[src/rtl/gcrf_pkg.sv]
`default_nettype none
// -----------------------------------------------------------------------------
// gcrf_pkg
// Shared types and constants of the gate censor run filter.
// -----------------------------------------------------------------------------
package gcrf_pkg;

  // Default block sizes
  localparam int NUM_FIELDS_DEF  = 4;
  localparam int MAX_GATES_DEF   = 4096;
  localparam int VALUE_WIDTH_DEF = 16;

  // Test fields that have limit registers
  localparam int HW_FIELDS = 4;

  // Fixed register and descriptor widths
  localparam int LIMIT_W     = 16;
  localparam int CFG_DATA_W  = 32;
  localparam int CFG_IDX_W   = 3;
  localparam int MIN_RUN_W   = 13;
  localparam int RUN_START_W = 12;
  localparam int RUN_LEN_W   = 13;
  localparam int OUT_TDATA_W = 32;

  // Output queue depth; a gate may push two descriptors
  localparam int OUTQ_DEPTH = 4;

  // Configuration register indexes
  typedef enum logic [CFG_IDX_W-1:0] {
    REG_LIMITS_0  = 3'd0,
    REG_LIMITS_1  = 3'd1,
    REG_LIMITS_2  = 3'd2,
    REG_LIMITS_3  = 3'd3,
    REG_AND_MASK  = 3'd4,
    REG_ACT_MASK  = 3'd5,
    REG_MIN_RUN   = 3'd6,
    REG_CENSOR_EN = 3'd7
  } cfg_reg_e;

  // Per-field findings of one lane
  typedef struct packed {
    logic or_used;   // active OR field, present
    logic or_miss;   // active OR field, absent
    logic or_hit;    // active OR field, present and within limits
    logic and_fail;  // active AND field, present and outside limits
  } lane_flags_t;

  // One run descriptor
  typedef struct packed {
    logic                   ray_end;
    logic                   censored;
    logic [RUN_LEN_W-1:0]   run_length;
    logic [RUN_START_W-1:0] run_start;
  } desc_t;

  // Descriptors produced by one gate, slot 0 first
  typedef struct packed {
    logic  push0;
    logic  push1;
    desc_t d0;
    desc_t d1;
  } emit_t;

endpackage : gcrf_pkg
`default_nettype wire

[src/rtl/gcrf_lane.sv]
`default_nettype none
// -----------------------------------------------------------------------------
// gcrf_lane
// Limit test of one test field: signed inclusive compare and role flags.
// -----------------------------------------------------------------------------
module gcrf_lane #(
  parameter int VALUE_WIDTH = gcrf_pkg::VALUE_WIDTH_DEF
) (
  input  wire logic signed [VALUE_WIDTH-1:0]         value_i,
  input  wire logic [gcrf_pkg::CFG_DATA_W-1:0]       limits_i,
  input  wire logic                                  active_i,
  input  wire logic                                  and_mode_i,
  input  wire logic                                  present_i,
  output      gcrf_pkg::lane_flags_t                 flags_o
);
  import gcrf_pkg::*;

  localparam int CW = (VALUE_WIDTH > LIMIT_W) ? VALUE_WIDTH : LIMIT_W;

  logic signed [CW-1:0]      val_x;
  logic signed [CW-1:0]      lo_x;
  logic signed [CW-1:0]      hi_x;
  logic signed [LIMIT_W-1:0] lo;
  logic signed [LIMIT_W-1:0] hi;
  logic                      in_win;

  // Min in the upper half, max in the lower half
  assign lo     = limits_i[2*LIMIT_W-1:LIMIT_W];
  assign hi     = limits_i[LIMIT_W-1:0];
  assign val_x  = CW'(value_i);
  assign lo_x   = CW'(lo);
  assign hi_x   = CW'(hi);
  // crossed limits never match
  assign in_win = (val_x >= lo_x) && (val_x <= hi_x);

  always_comb begin
    flags_o.or_used  = active_i && !and_mode_i && present_i;
    flags_o.or_miss  = active_i && !and_mode_i && !present_i;
    flags_o.or_hit   = active_i && !and_mode_i && present_i && in_win;
    flags_o.and_fail = active_i && and_mode_i && present_i && !in_win;
  end

endmodule : gcrf_lane
`default_nettype wire

[src/rtl/gcrf_run.sv]
`default_nettype none
// -----------------------------------------------------------------------------
// gcrf_run
// Merges lane findings into the gate decision and tracks the held run.
// -----------------------------------------------------------------------------
module gcrf_run #(
  parameter int NUM_LANES = gcrf_pkg::HW_FIELDS,
  parameter int MAX_GATES = gcrf_pkg::MAX_GATES_DEF
) (
  input  wire logic                               clk_i,
  input  wire logic                               rst_ni,
  input  wire logic                               accept_i,
  input  wire gcrf_pkg::lane_flags_t              flags_i [NUM_LANES],
  input  wire logic                               last_i,
  input  wire logic                               enable_i,
  input  wire logic [gcrf_pkg::MIN_RUN_W-1:0]     min_run_i,
  output      gcrf_pkg::emit_t                    emit_o
);
  import gcrf_pkg::*;

  localparam int GIDX_W = $clog2(MAX_GATES);
  localparam int LEN_W  = $clog2(MAX_GATES + 1);
  localparam int CMP_W  = (LEN_W > MIN_RUN_W) ? LEN_W : MIN_RUN_W;

  logic [GIDX_W-1:0] gidx_q, gidx_d;
  logic [LEN_W-1:0]  plen_q, plen_d;
  logic [GIDX_W-1:0] pstart_q, pstart_d;

  logic              any_or_used, any_or_miss, any_or_hit, any_and_fail;
  logic              gate_cens;
  logic              flush_max;
  logic [LEN_W-1:0]  len_new;
  logic [GIDX_W-1:0] start_new;
  desc_t             held_d, tail_d, cens_d;

  // Merge stage: reduce lane flags
  always_comb begin
    any_or_used  = 1'b0;
    any_or_miss  = 1'b0;
    any_or_hit   = 1'b0;
    any_and_fail = 1'b0;
    for (int k = 0; k < NUM_LANES; k++) begin
      any_or_used  = any_or_used  | flags_i[k].or_used;
      any_or_miss  = any_or_miss  | flags_i[k].or_miss;
      any_or_hit   = any_or_hit   | flags_i[k].or_hit;
      any_and_fail = any_and_fail | flags_i[k].and_fail;
    end
    gate_cens = enable_i &&
                ((any_or_used && !any_or_miss && !any_or_hit) || any_and_fail);
  end

  // Resize to descriptor field widths
  function automatic logic [RUN_START_W-1:0] to_start(logic [GIDX_W-1:0] v);
    logic [GIDX_W+RUN_START_W-1:0] x;
    x = {{RUN_START_W{1'b0}}, v};
    return x[RUN_START_W-1:0];
  endfunction

  function automatic logic [RUN_LEN_W-1:0] to_len(logic [LEN_W-1:0] v);
    logic [LEN_W+RUN_LEN_W-1:0] x;
    x = {{RUN_LEN_W{1'b0}}, v};
    return x[RUN_LEN_W-1:0];
  endfunction

  // Short-run test with the current registers
  function automatic logic is_short(logic [LEN_W-1:0] len, logic en,
                                    logic [MIN_RUN_W-1:0] mvr);
    logic [CMP_W-1:0] l_x;
    logic [CMP_W-1:0] m_x;
    l_x = CMP_W'(len);
    m_x = CMP_W'(mvr);
    return en && (mvr > MIN_RUN_W'(1)) && (l_x < m_x);
  endfunction

  // Run bookkeeping and descriptor build
  always_comb begin
    flush_max = (plen_q == LEN_W'(MAX_GATES));
    start_new = ((plen_q == '0) || flush_max) ? gidx_q : pstart_q;
    len_new   = flush_max ? LEN_W'(1) : plen_q + LEN_W'(1);

    held_d.run_start  = to_start(pstart_q);
    held_d.run_length = to_len(plen_q);
    held_d.censored   = is_short(plen_q, enable_i, min_run_i);
    held_d.ray_end    = 1'b0;

    tail_d.run_start  = to_start(start_new);
    tail_d.run_length = to_len(len_new);
    tail_d.censored   = is_short(len_new, enable_i, min_run_i);
    tail_d.ray_end    = 1'b1;

    cens_d.run_start  = to_start(gidx_q);
    cens_d.run_length = RUN_LEN_W'(1);
    cens_d.censored   = 1'b1;
    cens_d.ray_end    = last_i;

    emit_o.push0 = 1'b0;
    emit_o.push1 = 1'b0;
    emit_o.d0    = held_d;
    emit_o.d1    = tail_d;
    plen_d       = plen_q;
    pstart_d     = pstart_q;
    gidx_d       = gidx_q;

    if (accept_i) begin
      if (gate_cens) begin
        plen_d = '0;
        if (plen_q != '0) begin
          emit_o.push0 = 1'b1;
          emit_o.push1 = 1'b1;
          emit_o.d1    = cens_d;
        end else begin
          emit_o.push0 = 1'b1;
          emit_o.d0    = cens_d;
        end
      end else begin
        plen_d   = len_new;
        pstart_d = start_new;
        if (flush_max) begin
          emit_o.push0 = 1'b1;
          emit_o.push1 = last_i;
        end else if (last_i) begin
          emit_o.push0 = 1'b1;
          emit_o.d0    = tail_d;
        end
      end
      // ray end clears the run state
      if (last_i) begin
        gidx_d   = '0;
        plen_d   = '0;
        pstart_d = '0;
      end else begin
        gidx_d = (gidx_q == GIDX_W'(MAX_GATES - 1)) ? '0 : gidx_q + GIDX_W'(1);
      end
    end
  end

  always_ff @(posedge clk_i or negedge rst_ni) begin
    if (!rst_ni) begin
      gidx_q   <= '0;
      plen_q   <= '0;
      pstart_q <= '0;
    end else begin
      gidx_q   <= gidx_d;
      plen_q   <= plen_d;
      pstart_q <= pstart_d;
    end
  end

endmodule : gcrf_run
`default_nettype wire

[src/rtl/gcrf_outq.sv]
`default_nettype none
// -----------------------------------------------------------------------------
// gcrf_outq
// Small descriptor queue: up to two pushes and one pop per cycle.
// -----------------------------------------------------------------------------
module gcrf_outq (
  input  wire logic                    clk_i,
  input  wire logic                    rst_ni,
  input  wire gcrf_pkg::emit_t         emit_i,
  output      logic                    space2_o,
  output      logic                    valid_o,
  input  wire logic                    ready_i,
  output      gcrf_pkg::desc_t         desc_o
);
  import gcrf_pkg::*;

  localparam int PTR_W = $clog2(OUTQ_DEPTH);
  localparam int CNT_W = PTR_W + 1;

  desc_t             mem_q [OUTQ_DEPTH];
  logic [PTR_W-1:0]  wr_ptr_q, wr_ptr_d;
  logic [PTR_W-1:0]  rd_ptr_q, rd_ptr_d;
  logic [CNT_W-1:0]  count_q, count_d;
  logic              pop;
  logic [PTR_W-1:0]  wr_ptr_p1;

  assign pop       = valid_o && ready_i;
  assign wr_ptr_p1 = wr_ptr_q + PTR_W'(1);
  assign valid_o   = (count_q != '0);
  assign desc_o    = mem_q[rd_ptr_q];
  // room for a full two-descriptor gate
  assign space2_o  = (count_q <= CNT_W'(OUTQ_DEPTH - 2));

  // Pointer and fill bookkeeping
  always_comb begin
    wr_ptr_d = wr_ptr_q + PTR_W'(emit_i.push0) + PTR_W'(emit_i.push1);
    rd_ptr_d = rd_ptr_q + PTR_W'(pop);
    count_d  = count_q + CNT_W'(emit_i.push0) + CNT_W'(emit_i.push1) - CNT_W'(pop);
  end

  always_ff @(posedge clk_i or negedge rst_ni) begin
    if (!rst_ni) begin
      wr_ptr_q <= '0;
      rd_ptr_q <= '0;
      count_q  <= '0;
    end else begin
      wr_ptr_q <= wr_ptr_d;
      rd_ptr_q <= rd_ptr_d;
      count_q  <= count_d;
    end
  end

  // Storage
  always_ff @(posedge clk_i) begin
    if (emit_i.push0) begin
      mem_q[wr_ptr_q] <= emit_i.d0;
    end
    if (emit_i.push1) begin
      mem_q[wr_ptr_p1] <= emit_i.d1;
    end
  end

endmodule : gcrf_outq
`default_nettype wire

[src/rtl/gate_censor_run_filter_core.sv]
`default_nettype none
// -----------------------------------------------------------------------------
// gate_censor_run_filter_core
// Censors radar range gates by field limits and emits run descriptors.
// -----------------------------------------------------------------------------
// Usage:
//   Slave stream: one range gate per transfer. tdata carries the test-field
//   values, tuser the presence mask, tlast marks the last gate of the ray.
//   Master stream: one run descriptor per transfer, with start and length in
//   tdata, the censored flag in tuser, and tlast on the ray's last descriptor.
//   Configuration: write cfg_data_i to register cfg_idx_i when cfg_we_i is
//   high; write only while the block is idle.
// Timing:
//   One gate per cycle while s_axis_tready is high. A gate yields zero, one
//   or two descriptors, registered into the four-entry output queue when the
//   gate is taken; the queue drains one per cycle while m_axis_tready is high,
//   so long stretches of two-descriptor gates run at the output rate.
//   s_axis_tready is high while the queue has room for two descriptors; it
//   does not depend on m_axis_tready in the same cycle.
// Reset:
//   Clears registers, gate index, held run and the queue.
// -----------------------------------------------------------------------------
module gate_censor_run_filter_core #(
  parameter int NUM_FIELDS  = gcrf_pkg::NUM_FIELDS_DEF,
  parameter int MAX_GATES   = gcrf_pkg::MAX_GATES_DEF,
  parameter int VALUE_WIDTH = gcrf_pkg::VALUE_WIDTH_DEF
) (
  input  wire logic                                         clk_i,
  input  wire logic                                         rst_ni,
  // value_0, value_1, value_2, value_3 (from bit 0 up), zero padded
  input  wire logic [((gcrf_pkg::HW_FIELDS*VALUE_WIDTH+7)/8)*8-1:0] s_axis_tdata,
  // present_mask
  input  wire logic [gcrf_pkg::HW_FIELDS-1:0]               s_axis_tuser,
  input  wire logic                                         s_axis_tlast,
  input  wire logic                                         s_axis_tvalid,
  output      logic                                         s_axis_tready,
  // run_start, run_length (from bit 0 up), zero padded
  output      logic [gcrf_pkg::OUT_TDATA_W-1:0]             m_axis_tdata,
  // censored
  output      logic                                         m_axis_tuser,
  output      logic                                         m_axis_tlast,
  output      logic                                         m_axis_tvalid,
  input  wire logic                                         m_axis_tready,
  input  wire logic                                         cfg_we_i,
  input  wire logic [gcrf_pkg::CFG_IDX_W-1:0]               cfg_idx_i,
  input  wire logic [gcrf_pkg::CFG_DATA_W-1:0]              cfg_data_i
);
  import gcrf_pkg::*;

  localparam int NUM_LANES = (NUM_FIELDS < HW_FIELDS) ? NUM_FIELDS : HW_FIELDS;
  localparam int DESC_W    = RUN_START_W + RUN_LEN_W;

  logic [CFG_DATA_W-1:0] limits_q [HW_FIELDS];
  logic [HW_FIELDS-1:0]  and_mask_q;
  logic [HW_FIELDS-1:0]  act_mask_q;
  logic [MIN_RUN_W-1:0]  min_run_q;
  logic                  enable_q;

  lane_flags_t           flags [NUM_LANES];
  emit_t                 emit;
  desc_t                 desc;
  logic                  accept;

  // Configuration registers
  always_ff @(posedge clk_i or negedge rst_ni) begin
    if (!rst_ni) begin
      for (int k = 0; k < HW_FIELDS; k++) begin
        limits_q[k] <= '0;
      end
      and_mask_q <= '0;
      act_mask_q <= '0;
      min_run_q  <= '0;
      enable_q   <= 1'b0;
    end else if (cfg_we_i) begin
      unique case (cfg_reg_e'(cfg_idx_i))
        REG_LIMITS_0, REG_LIMITS_1, REG_LIMITS_2, REG_LIMITS_3: begin
          limits_q[cfg_idx_i[1:0]] <= cfg_data_i;
        end
        REG_AND_MASK:  and_mask_q <= cfg_data_i[HW_FIELDS-1:0];
        REG_ACT_MASK:  act_mask_q <= cfg_data_i[HW_FIELDS-1:0];
        REG_MIN_RUN:   min_run_q  <= cfg_data_i[MIN_RUN_W-1:0];
        REG_CENSOR_EN: enable_q   <= cfg_data_i[0];
        default: ;
      endcase
    end
  end

  assign accept = s_axis_tvalid && s_axis_tready;

  // Field lanes
  for (genvar k = 0; k < NUM_LANES; k++) begin : g_lane
    gcrf_lane #(
      .VALUE_WIDTH (VALUE_WIDTH)
    ) u_lane (
      .value_i    (s_axis_tdata[k*VALUE_WIDTH +: VALUE_WIDTH]),
      .limits_i   (limits_q[k]),
      .active_i   (act_mask_q[k]),
      .and_mode_i (and_mask_q[k]),
      .present_i  (s_axis_tuser[k]),
      .flags_o    (flags[k])
    );
  end

  // Merge and run tracking
  gcrf_run #(
    .NUM_LANES (NUM_LANES),
    .MAX_GATES (MAX_GATES)
  ) u_run (
    .clk_i     (clk_i),
    .rst_ni    (rst_ni),
    .accept_i  (accept),
    .flags_i   (flags),
    .last_i    (s_axis_tlast),
    .enable_i  (enable_q),
    .min_run_i (min_run_q),
    .emit_o    (emit)
  );

  // Output queue
  gcrf_outq u_outq (
    .clk_i    (clk_i),
    .rst_ni   (rst_ni),
    .emit_i   (emit),
    .space2_o (s_axis_tready),
    .valid_o  (m_axis_tvalid),
    .ready_i  (m_axis_tready),
    .desc_o   (desc)
  );

  assign m_axis_tdata = {{(OUT_TDATA_W-DESC_W){1'b0}}, desc.run_length, desc.run_start};
  assign m_axis_tuser = desc.censored;
  assign m_axis_tlast = desc.ray_end;

endmodule : gate_censor_run_filter_core
`default_nettype wire

[config.mk]
export PLATFORM = sky130hd
export DESIGN_NAME = gate_censor_run_filter_core
export DESIGN_NICKNAME = d
export VERILOG_FILES = /design/src/rtl/gcrf_pkg.sv /design/src/rtl/gcrf_lane.sv /design/src/rtl/gcrf_run.sv /design/src/rtl/gcrf_outq.sv /design/src/rtl/gate_censor_run_filter_core.sv
export SDC_FILE = /design/constraint.sdc
export NUM_CORES = 1
export LEC_CHECK = 0
export BUFFER_PORTS_ARGS = -buffer_cell sky130_fd_sc_hd__buf_2
export CAP_MARGIN = 20
export CORE_ASPECT_RATIO = 2
export CORE_MARGIN = 1
export CORE_UTILIZATION = 68
export CTS_BUF_LIST = sky130_fd_sc_hd__clkbuf_8
export CTS_CLUSTER_DIAMETER = 30
export DETAILED_ROUTE_END_ITERATION = 6
export PLACE_DENSITY_LB_ADDON = 0.12
export SYNTH_ARGS = -nofsm -noshare
export SYNTH_HDL_FRONTEND = slang
export SYNTH_SLANG_ARGS = --single-unit
[constraint.sdc]
create_clock -name clk_i -period 10.6 [get_ports clk_i]
set_clock_uncertainty 0.1 [all_clocks]
set_input_delay 1.06 -clock clk_i [delete_from_list [all_inputs] [get_ports clk_i]]
set_output_delay 1.06 -clock clk_i [all_outputs]
set_load 0.01 [all_outputs]
=== Word level (Yosys, flattened, before mapping) ===
Memories as Yosys holds them, arrays and structs flattened.
Index checks and enable logic that the tools add are counted.

* Register bits after elaboration: 194
* Memory bits (writable): 108
* Input bits: 109
* Output and inout port bits: 36
* Logic and storage cells: 155
* Memories: 1

* Add/sub/neg operators: 9
* Magnitude comparators: 14
* Eq/ne operators: 10
* Muxes and demuxes: 26
* Bitwise operators: 13
* Reduce and logical (&&, ||, !) cells: 68

{| class="wikitable"
|+ Memory list
! name !! depth !! bits a word !! read ports !! clocked after memory_dff !! write ports !! RTL line !! RTL
|-
| u_outq.mem_q || 4 || 27 || 1 || 0 || 2 || gcrf_outq.sv:20 || <nowiki>desc_t mem_q [OUTQ_DEPTH];</nowiki>
|}

{| class="wikitable"
|+ Operators by type and width
! kind !! number
|-
| $mux 27 || 5
|-
| $bwmux 128 || 1
|-
| $demux 32 s2 || 1
|-
| $ge 16x16->1 || 4
|-
| $le 16x16->1 || 4
|-
| $mux 12 || 5
|-
| $mux 56 || 1
|-
| $logic_and 1x1->1 || 41
|-
| $mux 13 || 3
|-
| $mux 32 || 1
|-
| $mux 29 || 1
|-
| $lt 13x13->1 || 2
|-
| $logic_not 1->1 || 14
|-
| $add 13x1->13 const B || 1
|-
| $eq 13x13->1 const B || 1
|-
| $gt 13x1->1 const B || 1
|-
| $logic_not 13->1 || 1
|-
| $reduce_bool 13->1 || 1
|-
| $add 12x1->12 const B || 1
|-
| $eq 12x12->1 const B || 1
|-
| $eq 3x3->1 const B || 4
|-
| $or 1x1->1 || 12
|-
| $reduce_and 2->1 || 6
|-
| $mux 1 || 8
|-
| 15 further kinds || 20
|}

=== Depth between registers and ports, before layout ===
Gate-level depths: netlist of run 1.

* Depth in word-level cells: 16
* Depth in mapped cells: 18
* Gate-level depth less buffers: 17

=== Hierarchy ===
From an unflattened synthesis of run 1, not the netlist that was laid out.

* Cell total of the unflattened synthesis: 1480
* Area, all modules: 18326.3 µm²

{| class="wikitable"
|+ Modules (own cells, without submodules)
! module !! times used !! cells each !! area each (µm²) !! seq. area each (µm²)
|-
| gcrf_outq || 1 || 297 || 5836.8 || 3418.3
|-
| gate_censor_run_filter_core || 1 || 334 || 5758.0 || 3753.6
|-
| gcrf_run || 1 || 379 || 3323.2 || 925.9
|-
| gcrf_lane at g_lane[0].u_lane ... || 3 || 117 || 838.3 || 0.0
|-
| gcrf_lane at g_lane[2].u_lane || 1 || 119 || 893.4 || 0.0
|}

=== Worst setup path after synthesis of run 1 ===
Ideal clock, no wire load.

* Path kind: input -> register
* Start point: input port s_axis_tdata[47] in the netlist's numbering
* End point: memory u_outq.mem_q[1][0] in the netlist's numbering, enable pin
* Library setup time: 453 ps
* Arrival: 5780 ps
* Data required time: 10047 ps
* Slack: 4267 ps
* Stages on the path: 14
* Buffers on the path: 3
* Cell sequence: ha_1 nand4_1 or4_1 a21o_1 a31oi_1 nor4_2 nor2_1 nor3_4 a21boi_2 buf_6 buf_6 buf_2 o21ai_0 a211oi_1

{| class="wikitable"
|+ RTL lines
! what !! RTL line !! RTL
|-
| start: declaration || gate_censor_run_filter_core.sv:31 || <nowiki>input wire logic [((gcrf_pkg::HW_FIELDS*VALUE_WIDTH+7)/8)*8-1:0] s_axis_tdata,</nowiki>
|-
| end: declaration || gcrf_outq.sv:20 ||
|}

=== Final worst setup path of run 1 ===
* Start point: input port s_axis_tdata[31] in the netlist's numbering
* End point: register u_outq.count_q[2]

* Word-level cells in the longest chain between the ends: 15
* Elaborated cells between the ends (all ways): 21
* Classes of those cells: add/sub (3); order compare (2); mux (2); bitwise (6); reduce/logical (8)

{| class="wikitable"
|+ RTL lines
! what !! RTL line !! RTL
|-
| $ge 16x16->1 / $le 16x16->1 (equally long branches) || gcrf_lane.sv:34 || <nowiki>assign in_win = (val_x >= lo_x) && (val_x <= hi_x);</nowiki>
|-
| $logic_and 1x1->1 (*) || gcrf_lane.sv:34 ||
|-
| $logic_and 1x1->1 || gcrf_lane.sv:39 || <nowiki>flags_o.or_hit = active_i && !and_mode_i && present_i && in_win;</nowiki>
|-
| $or 1x1->1 (3 in series) || gcrf_run.sv:45 || <nowiki>any_or_hit = any_or_hit | flags_i[k].or_hit;</nowiki>
|-
| $logic_not 1->1 || gcrf_run.sv:49 || <nowiki>((any_or_used && !any_or_miss && !any_or_hit) || any_and_fail);</nowiki>
|-
| $logic_and 1x1->1 || gcrf_run.sv:49 ||
|-
| $logic_or 1x1->1 (*) || gcrf_run.sv:49 ||
|-
| $logic_and 1x1->1 (*) || gcrf_run.sv:48 || <nowiki>gate_cens = enable_i &&</nowiki>
|-
| $mux 29 (*) || gcrf_run.sv:105 || <nowiki>if (gate_cens) begin</nowiki>
|-
| $mux 56 (*) || gcrf_run.sv:104 || <nowiki>if (accept_i) begin</nowiki>
|-
| $add 3x1->3 || gcrf_outq.sv:38 || <nowiki>count_d = count_q + CNT_W'(emit_i.push0) + CNT_W'(emit_i.push1) - CNT_W'(pop);</nowiki>
|-
| $add 3x1->3 (*) || gcrf_outq.sv:38 ||
|-
| $sub 3x1->3 (*) || gcrf_outq.sv:38 ||
|-
| named net u_outq.count_d[2] || gcrf_outq.sv:23 || <nowiki>logic [CNT_W-1:0] count_q, count_d;</nowiki>
|-
| end signal: assignment || gcrf_outq.sv:49 || <nowiki>count_q <= count_d;</nowiki>
|-
| end: declaration || gcrf_outq.sv:23 ||
|}

Mark *: on every way through the listed nets, which the timed path passes. The rest lies on a longest branch.
A chain may end at the register's enable or synchronous reset.

==> key figures, run 1 <==
Run status
  – Status: complete, no violations

Detailed routing
  – Initial drt markers: 687
  – WL final: 45.3 mm
  – Routed vias/inst: 6.28
  – Via count: 13765
  – # DRC: 0
  – WL per Instance: 20.7 um
  – Post-route ant nets: 0
  – Drt pass-1 iters: 6

Finish
  – Nets: roughly 2100
  – Multi-input logic area: ~0.0087 sq mm
  – Layout area overhead: 11.0%
  – Sequential cell area: about 0.0081 sq mm
  – Fill cell count: about 1800
  – Share of cells above drive strength 1: 0.191

Pwr
  – Pwr/cell area: 208 mW/mm^2
  – Leakage: 8.62 nW
  – Worst vdd ir: 133 uV
  – Total power draw: around 0.0041 W

Synthesis
  – Synth area leader: dfrtp_1
  – #FFs+latches synth: between 300 and 400
  – Post-synth ARST share: 0.642
  – Mean post-synth cell area: 10.5 sq um
  – Mapped cell area: about 0.018 sq mm
  – Yosys top cell area share: 0.273
  – Synth top cells by count: 194 x dfrtp_1, 172 x inv_1, 159 x nand2_1
  – EDFF count, synth: roughly 110
  – Count of cell types in the netlist: 74
  – Cell with the most instances after synthesis: dfrtp_1
  – Sequential cell area fraction in the yosys report: 0.455
  – Top FF cell, synth: dfrtp_1
  – Synth top area cells: dfrtp_1 27%, edfxtp_1 18%, ha_1 11%
  – Warnings from Yosys: 0
  – Post-Syn Instances: 1694

Place
  – Port Buffers: 137
  – Detailed placement HPWL: 33.6 mm
  – Placer Congestion: 0.936
  – Post-Place Setup Slack: ~4.1 ns

Floorplan
  – # rows: 83
  – Die height: 231 um
  – Core area: between 0.02 and 0.03 sq mm
  – Starting utilization of the core area: 0.693
  – IO Pins: 145
  – Die width: 116 um
  – Die area: 0.0268 sq mm

Timing
  – Final min period: 6.03 ns
  – Worst slew pin tran: 1.05 ns
  – Unrepaired setup endpoints after global routing: no
  – Max Freq: 166 MHz
  – Total negative slack: 0 ns
  – Worst setup margin: 4.57 ns
  – Worst slew margin: 0.296
  – Final hold violations: 0
  – Fin. max-slew vios: 0
  – Final worst path period share: 0.569
  – Setup violators final: 0

Setup path
  – Crit Path Class: in -> reg
  – Worst R2R Setup Slack: a little under 5 ns
  – Critical path's most frequent cell: nor4_1
  – Reg2reg end: u_outq.count_q[2]
  – Reg2reg start: limits_q[79]
  – CP endpoint kind: flip-flop
  – Crit-path max cell delay: 0.82 ns
  – Critical Path AT: ~6.4 ns
  – Slowest stage cell, crit path: nor4_1
  – Delay-heaviest family, CP: simple AND/OR/NAND/NOR gates
  – Crit path max fanout: 53
  – Worst setup SP type: primary input
  – CP cell instances: buf_2, ha_1, nand4_1, nor4_1, a21boi_0, nor4_1, nor4_1, o22ai_1, nor3_4, a21boi_4, buf_4, o21ai_0, ha_1, inv_1, fa_1, fa_1, xnor2_1
  – R2R cell count: 17
  – Critical Path RT: ~11 ns
  – Worst Path Buf+Inv: 3

Clocking
  – Number of H-tree levels: 2
  – Postcts setup bufs: 0
  – CTS Buffer Depth: 3
  – Clock slew at the register clock pins of the worst setup and hold paths: 0.06 ns
  – CTS tree: yes
  – Post-CTS Resized: 0
  – Total CTS buffers: 46
  – CTS sink count: 302
  – CTS hold repair buffers: 0
  – Root buf cell: clkbuf_8
  – Clock insertion delay at the later pin of the skew report: about 0.57 ns

Run
  – Max-Cap Viols: 0

Global routing
  – Largest net degree at the start of global routing: 77
  – Global-route wire length before repair: 71.0 mm
  – GR Overflow Total: 0
  – Total track usage: 0.352
  – Initial antenna violation count: 2
  – Vias in the first global route: ~14000

Worst hold path
  – Worst min path class: in -> async
area by class of cell:
cell class	count	share of cell area
sequential	302	0.410
clock buffer	56	0.0390
inverter	172	0.0327
tap	340	0.0215
multi-input combinational	1136	0.441
timing repair buffer	157	0.0428
antenna	1	0.000127
clock inverter	29	0.0122
metal layers:
layer / track usage / part of all wire
met5: 0 / 0.00029
met4: 0.239 / 0.073
met3: 0.0585 / 0.055
met2: 0.642 / 0.53
met1: 0.355 / 0.34
state kept, by name (all words and copies together), names as in the netlist:
name	cells
limits_q	128
u_outq.mem_q	108
min_run_q	13
u_run.plen_q	13
u_run.gidx_q	12
u_run.pstart_q	12
act_mask_q	4
and_mask_q	4
u_outq.count_q	3
u_outq.rd_ptr_q	2
u_outq.wr_ptr_q	2
enable_q	1
power breakdown:
group	internal, W	total, W	switching [W]
sequential	0.00148	0.00165	0.000171
clock	0.000580	0.00104	0.000460
combinational	0.000601	0.00142	0.000821
total	0.00266	0.00411	0.00145
stage by stage:
step           cells   util  hold WS (ns)  instance area [sq um]
6_report        2193  0.770         0.397                  19700
5_1_grt         2193  0.770         0.420                  19700
4_1_cts         2192  0.770         0.402                  19700
3_5_place_dp    2107  0.730         0.393                  18700
3_3_place_gp    2107  0.730         0.388                  18700
2_1_floorplan   1700      -         0.377                  17800
how the worst max path moves through the flow:
stage	from	slack [ns]	cells after the start	end
2_1_floorplan	s_axis_tdata[47]	4.27	14	u_outq.mem_q[1][0]
3_3_place_gp	s_axis_tdata[15]	4.26	14	u_outq.mem_q[0][3]
3_5_place_dp	s_axis_tdata[31]	4.13	17	u_outq.count_q[2]
4_1_cts	s_axis_tdata[31]	4.73	17	u_outq.count_q[2]
5_1_grt	s_axis_tdata[31]	4.35	17	u_outq.count_q[2]
6_report	s_axis_tdata[31]	4.57	17	u_outq.count_q[2]
placed cells by master, fill, tap and decap left out, drive strengths merged, types with 6 or more instances in the layout:
cell type / instances
edfxtp: 108
and4: 12
dfrtp: 194
nor3: 28
a31oi: 8
or4: 9
xnor2: 14
nand3: 42
nor2b: 26
buf: 156
o311ai: 12
conb: 7
nor2: 49
a311oi: 13
a21oi: 115
nand2: 159
a211oi: 8
nor4: 16
o21a: 6
o21ai: 143
and2: 9
inv: 187
a21o: 22
o22ai: 8
o31ai: 9
mux4: 27
mux2i: 69
mux2: 59
o211ai: 8
ha: 158
clkbuf: 57
nand4: 27
clkinv: 7
kinds of logic after synthesis:
| kind of cell | share of synthesized area |
|---|---|
| and+or+nand+nor | 0.114 |
| AOI/OAI and AO/OA | 0.138 |
| DFF | 0.455 |
| buffers and inverters | 0.0588 |
| adders and majority gates | 0.115 |
| muxes | 0.110 |
| xor gates and xnor gates | 0.00788 |
| other | 0.000211 |
Note: power is estimated with default switching activity, not from simulation.
==> run 2: changes to the inputs <==
ABC_AREA = 1   (was default)
CORE_UTILIZATION = 57   (was 68)
clock period = 4.95 ns   (was 10.6 ns; I/O delays follow)
==> key figures, run 2 <==
Synthesis
  – EDFF count, synth: 108 (unchanged)
  – Synth Area in XOR/XNOR: 0.00614 (was 0.00788)
  – Synth Area in Adders: 0.110 (was 0.115)
  – Post-Syn Instances: 2380 (was 1694)
  – Count of cell types in the netlist: 45 (was 74)
  – Yosys top cell area share: 0.262 (was 0.273)
  – #FFs+latches synth: 302 (unchanged)
  – Mux contribution to synthesized area: 0 (was 0.110)
  – Cell with the most instances after synthesis: nand2_1 (was dfrtp_1)
  – Synth top area cells: dfrtp_1 26%, edfxtp_1 17%, nand2_1 13% (was dfrtp_1 27%, edfxtp_1 18%, ha_1 11%)
  – Mapped cell area: 0.0185 sq mm (was 0.0178 sq mm)
  – Sequential cell area fraction in the yosys report: 0.437 (was 0.455)
  – Synth area leader: dfrtp_1 (unchanged)
  – Mean post-synth cell area: 7.79 sq um (was 10.5 sq um)
  – Post-synthesis compound-gate area fraction: 0.118 (was 0.138)
  – Post-synth ARST share: 0.642 (unchanged)
  – Main combinational cell family by area after synthesis: simple AND/OR/NAND/NOR gates (was compound AO/OA/AOI/OAI gates)
  – Warnings from Yosys: 0 (unchanged)
  – Synth top cells by count: 647 x nand2_1, 363 x inv_1, 293 x o21ai_0 (was 194 x dfrtp_1, 172 x inv_1, 159 x nand2_1)
  – Top FF cell, synth: dfrtp_1 (unchanged)
  – Simple-gate share of the synthesized area: 0.231 (was 0.114)

Floorplan
  – Die area: 0.0333 sq mm (was 0.0268 sq mm)
  – Core area: 0.0321 sq mm (was 0.0257 sq mm)
  – Die width: 130 um (was 116 um)
  – IO Pins: 145 (unchanged)
  – Starting utilization of the core area: 0.577 (was 0.693)
  – Die height: 257 um (was 231 um)
  – # rows: 93 (was 83)

Clocking
  – CTS sink count: 302 (unchanged)
  – Post-CTS Resized: 0 (unchanged)
  – Clock insertion delay at the later pin of the skew report: 0.61 ns (was 0.57 ns)
  – Root buf cell: clkbuf_8 (unchanged)
  – Total CTS buffers: 50 (was 46)
  – CTS Buffer Depth: 3 (unchanged)
  – Clock slew at the register clock pins of the worst setup and hold paths: 0.06 ns (about the same)
  – Number of H-tree levels: 2 (unchanged)
  – CTS tree: yes (unchanged)

Setup path
  – Worst setup SP type: flip-flop (was primary input)
  – CP cell instances: inv_1, ha_1, nand2_1, nor4_1, nand2_1, nand3_1, nand3_1, nand3_1, nand2_1, o21ai_4, buf_4, nand2_4, buf_4, nand2_4, nand4_2, nand2_1, buf_4 (was buf_2, ha_1, nand4_1, nor4_1, a21boi_0, nor4_1, nor4_1, o22ai_1, nor3_4, a21boi_4, buf_4, o21ai_0, ha_1, inv_1, fa_1, fa_1, xnor2_1)
  – Slowest stage cell, crit path: o21ai_4 (was nor4_1)
  – Critical path's most frequent cell: nand2_1 (was nor4_1)
  – Critical Path AT: 4.28 ns (was 6.37 ns)
  – Critical Path RT: 5.09 ns (was 10.94 ns)
  – Crit-path max cell delay: 0.46 ns (was 0.82 ns)
  – Crit path max fanout: 27 (was 53)
  – Crit Path Class: reg -> reg (was in -> reg)
  – CP endpoint kind: flip-flop (unchanged)
  – Worst R2R Setup Slack: 0.81 ns (was 4.82 ns)

Detailed routing
  – Drt pass-1 iters: 5 (was 6)
  – Initial drt markers: 877 (was 687)
  – WL per Instance: 17.5 um (was 20.7 um)
  – # DRC: 0 (unchanged)
  – Post-route ant nets: 0 (unchanged)
  – WL final: 52.1 mm (was 45.3 mm)
  – Routed vias/inst: 5.51 (was 6.28)
  – Via count: 16374 (was 13765)

Pwr
  – Comb pwr share: 0.389 (was 0.346)
  – Worst vdd ir: 286 uV (was 133 uV)
  – P_sw: 0.00388 W (was 0.00145 W)
  – Switching Fraction: 0.415 (was 0.353)
  – Seq pwr share: 0.364 (was 0.401)
  – Clock power share: 0.247 (was 0.253)
  – Int Power: 0.00546 W (was 0.00266 W)
  – Pwr/cell area: 452 mW/mm^2 (was 208 mW/mm^2)
  – Leakage: 10.5 nW (was 8.62 nW)

Place
  – Post-Place Setup Slack: 0.583 ns (was 4.13 ns)
  – Inst Count DP: 2874 (was 2107)
  – Placed cell area: 0.0196 sq mm (was 0.0187 sq mm)
  – Port Buffers: 137 (unchanged)
  – Placer Congestion: 0.941 (was 0.936)
  – Detailed placement HPWL: 38.8 mm (was 33.6 mm)

Finish
  – Post-route insts no fill: 2970 (was 2193)
  – Fill cell count: 2911 (was 1818)
  – Nets: 2772 (was 2085)
  – Most frequent cells in the layout: 647 x nand2_1, 371 x inv_1, 291 x o21ai_0, 194 x dfrtp_1, 158 x ha_1 (was 193 x dfrtp_1, 185 x inv_1, 159 x nand2_1, 158 x ha_1, 143 x o21ai_0)
  – Largest regs: limits_q x128, u_outq.mem_q x108 (unchanged)
  – Max reg flops: 128 (unchanged)
  – Sequential cell area: 0.00810 sq mm (about the same)
  – Biggest register: limits_q (unchanged)
  – Share of cells above drive strength 1: 0.103 (was 0.191)
  – Layout area overhead: 11.3% (was 11.0%)
  – Most common cell after layout, fill and taps aside: nand2_1 (was dfrtp_1)
  – Multi-input logic area: 0.00867 sq mm (was 0.00872 sq mm)
  – Fin area: 0.0206 sq mm (was 0.0197 sq mm)

Timing
  – Unrepaired setup endpoints after global routing: no (unchanged)
  – Worst setup margin: 0.813 ns (was 4.57 ns)
  – Worst slew pin tran: 1.06 ns (was 1.05 ns)
  – Max Freq: about 240 MHz
  – Final min period: 4.14 ns
  – Fin. max-slew vios: 0 (unchanged)
  – Total negative slack: 0 ns (unchanged)
  – Final hold violations: 0 (unchanged)
  – Final worst path period share: 0.836
  – Worst slew margin: 0.287 (was 0.296)
  – Setup violators final: 0 (unchanged)

Worst hold path
  – Worst min path class: in -> reg (was in -> async)

Global routing
  – GRT busiest layer: met2 (unchanged)
  – Met3 usage: 0.0414 (was 0.0585)
  – Global-route wire length before repair: 81.8 mm (was 71.0 mm)
  – Initial antenna violation count: 3 (was 2)
  – Largest net degree at the start of global routing: 110 (was 77)
  – Total track usage: 0.324 (was 0.352)
  – Met1 usage in global routing: 0.310 (was 0.355)
  – Vias in the first global route: 16661 (was 14145)
  – GR Overflow Total: 0 (unchanged)
  – Met2 usage: 0.609 (was 0.642)

Run
  – Max-Cap Viols: 0 (unchanged)

Run status
  – Status: complete, no violations (unchanged)
==> run 2: cell types whose count changed in the layout (fill, tap and decap cells not counted), moves of 25 or more <==
cell     before  now
nand4_1      27   53
mux4_2       27    0
mux2i_1      69    0
a21oi_1     115   65
nand2_1     159  647
nor2_1       49  133
nor2b_1      26    0
o21ai_0     143  291
nand3_1      42  146
o22ai_1       8   33
mux2_2       59    0
inv_1       185  371
==> run 2: logic make-up after synthesis <==
| family | after synthesis |
|---|---|
| compound gates | 416 |
| xor+xnor | 13 |
| fa+ha+maj | 161 |
| buf+inv | 465 |
| flops | 302 |
| other cells | 1 |
| simple gates | 1022 |
==> run 2: through the flow <==
stage               total power [W]   util  hold WS, ns
floorplan                   0.00588      -       0.0994
global route                 0.0100  0.643       0.0591
CTS                         0.00935  0.642      0.00787
detailed placement          0.00704  0.609        0.373
finish                      0.00934  0.643       0.0421
global placement            0.00690  0.609        0.365
==> run 2: cell type report <==
cell class,count,share of cell area
Clock buffer,56,0.0373
Tap cell,427,0.0259
Clock inverter,36,0.0131
Multi-Input combinational cell,1619,0.420
Sequential cell,302,0.392
Inverter,365,0.0664
Antenna cell,1,0.000121
Timing Repair Buffer,164,0.0452
==> run 2: timing repair <==
action / in CTS / in global routing
hold endpoints to repair: 85 / 0
hold buffers: 1 / 0
buffers inserted: 0 / 0
setup endpoints to repair: 0 / 0
==> run 2: power groups by stage <==
| stage | logic (W) | clock network [W] | registers [W] |
|---|---|---|---|
| global placement | 0.00348 | 0 | 0.00343 |
| detailed placement | 0.00360 | 0 | 0.00344 |
| floorplan | 0.00256 | 0 | 0.00333 |
| CTS | 0.00361 | 0.00234 | 0.00340 |
| global route | 0.00416 | 0.00242 | 0.00345 |
| finish | 0.00363 | 0.00230 | 0.00340 |
==> run 2: routing by layer <==
| metal | vias up | wire length (um) |
|---|---|---|
| met3 | 196 | 2490 |
| met4 | 4 | 4140 |
| li1 | 8012 | - |
| met5 | - | 22 |
| met1 | 7582 | 17600 |
| met2 | 580 | 27800 |
==> run 2: path summary, 6_finish.rpt <==
path / from / to / cells after the start
setup / recovery: limits_q[111] / u_outq.mem_q[0][9] / 17
hold / removal: cfg_data_i[0] / enable_q / 3
setup reg to reg: limits_q[111] / u_outq.mem_q[0][9] / 17
hold reg to reg: limits_q[81] / limits_q[81] / 2
max in group asynchronous: rst_ni / limits_q[105] / 3
min in group asynchronous: rst_ni / limits_q[80] / 2
==> run 2: worst max-delay path, delay by kind of cell (launching register included) <==
| kind | cells | cell delay (ns) |
|---|---|---|
| AOI/OAI and AO/OA | 1 | 0.46 |
| adders and majority gates | 1 | 0.28 |
| buffers and inverters | 4 | 1.04 |
| DFF | 1 | 0.35 |
| and+or+nand+nor | 11 | 1.52 |
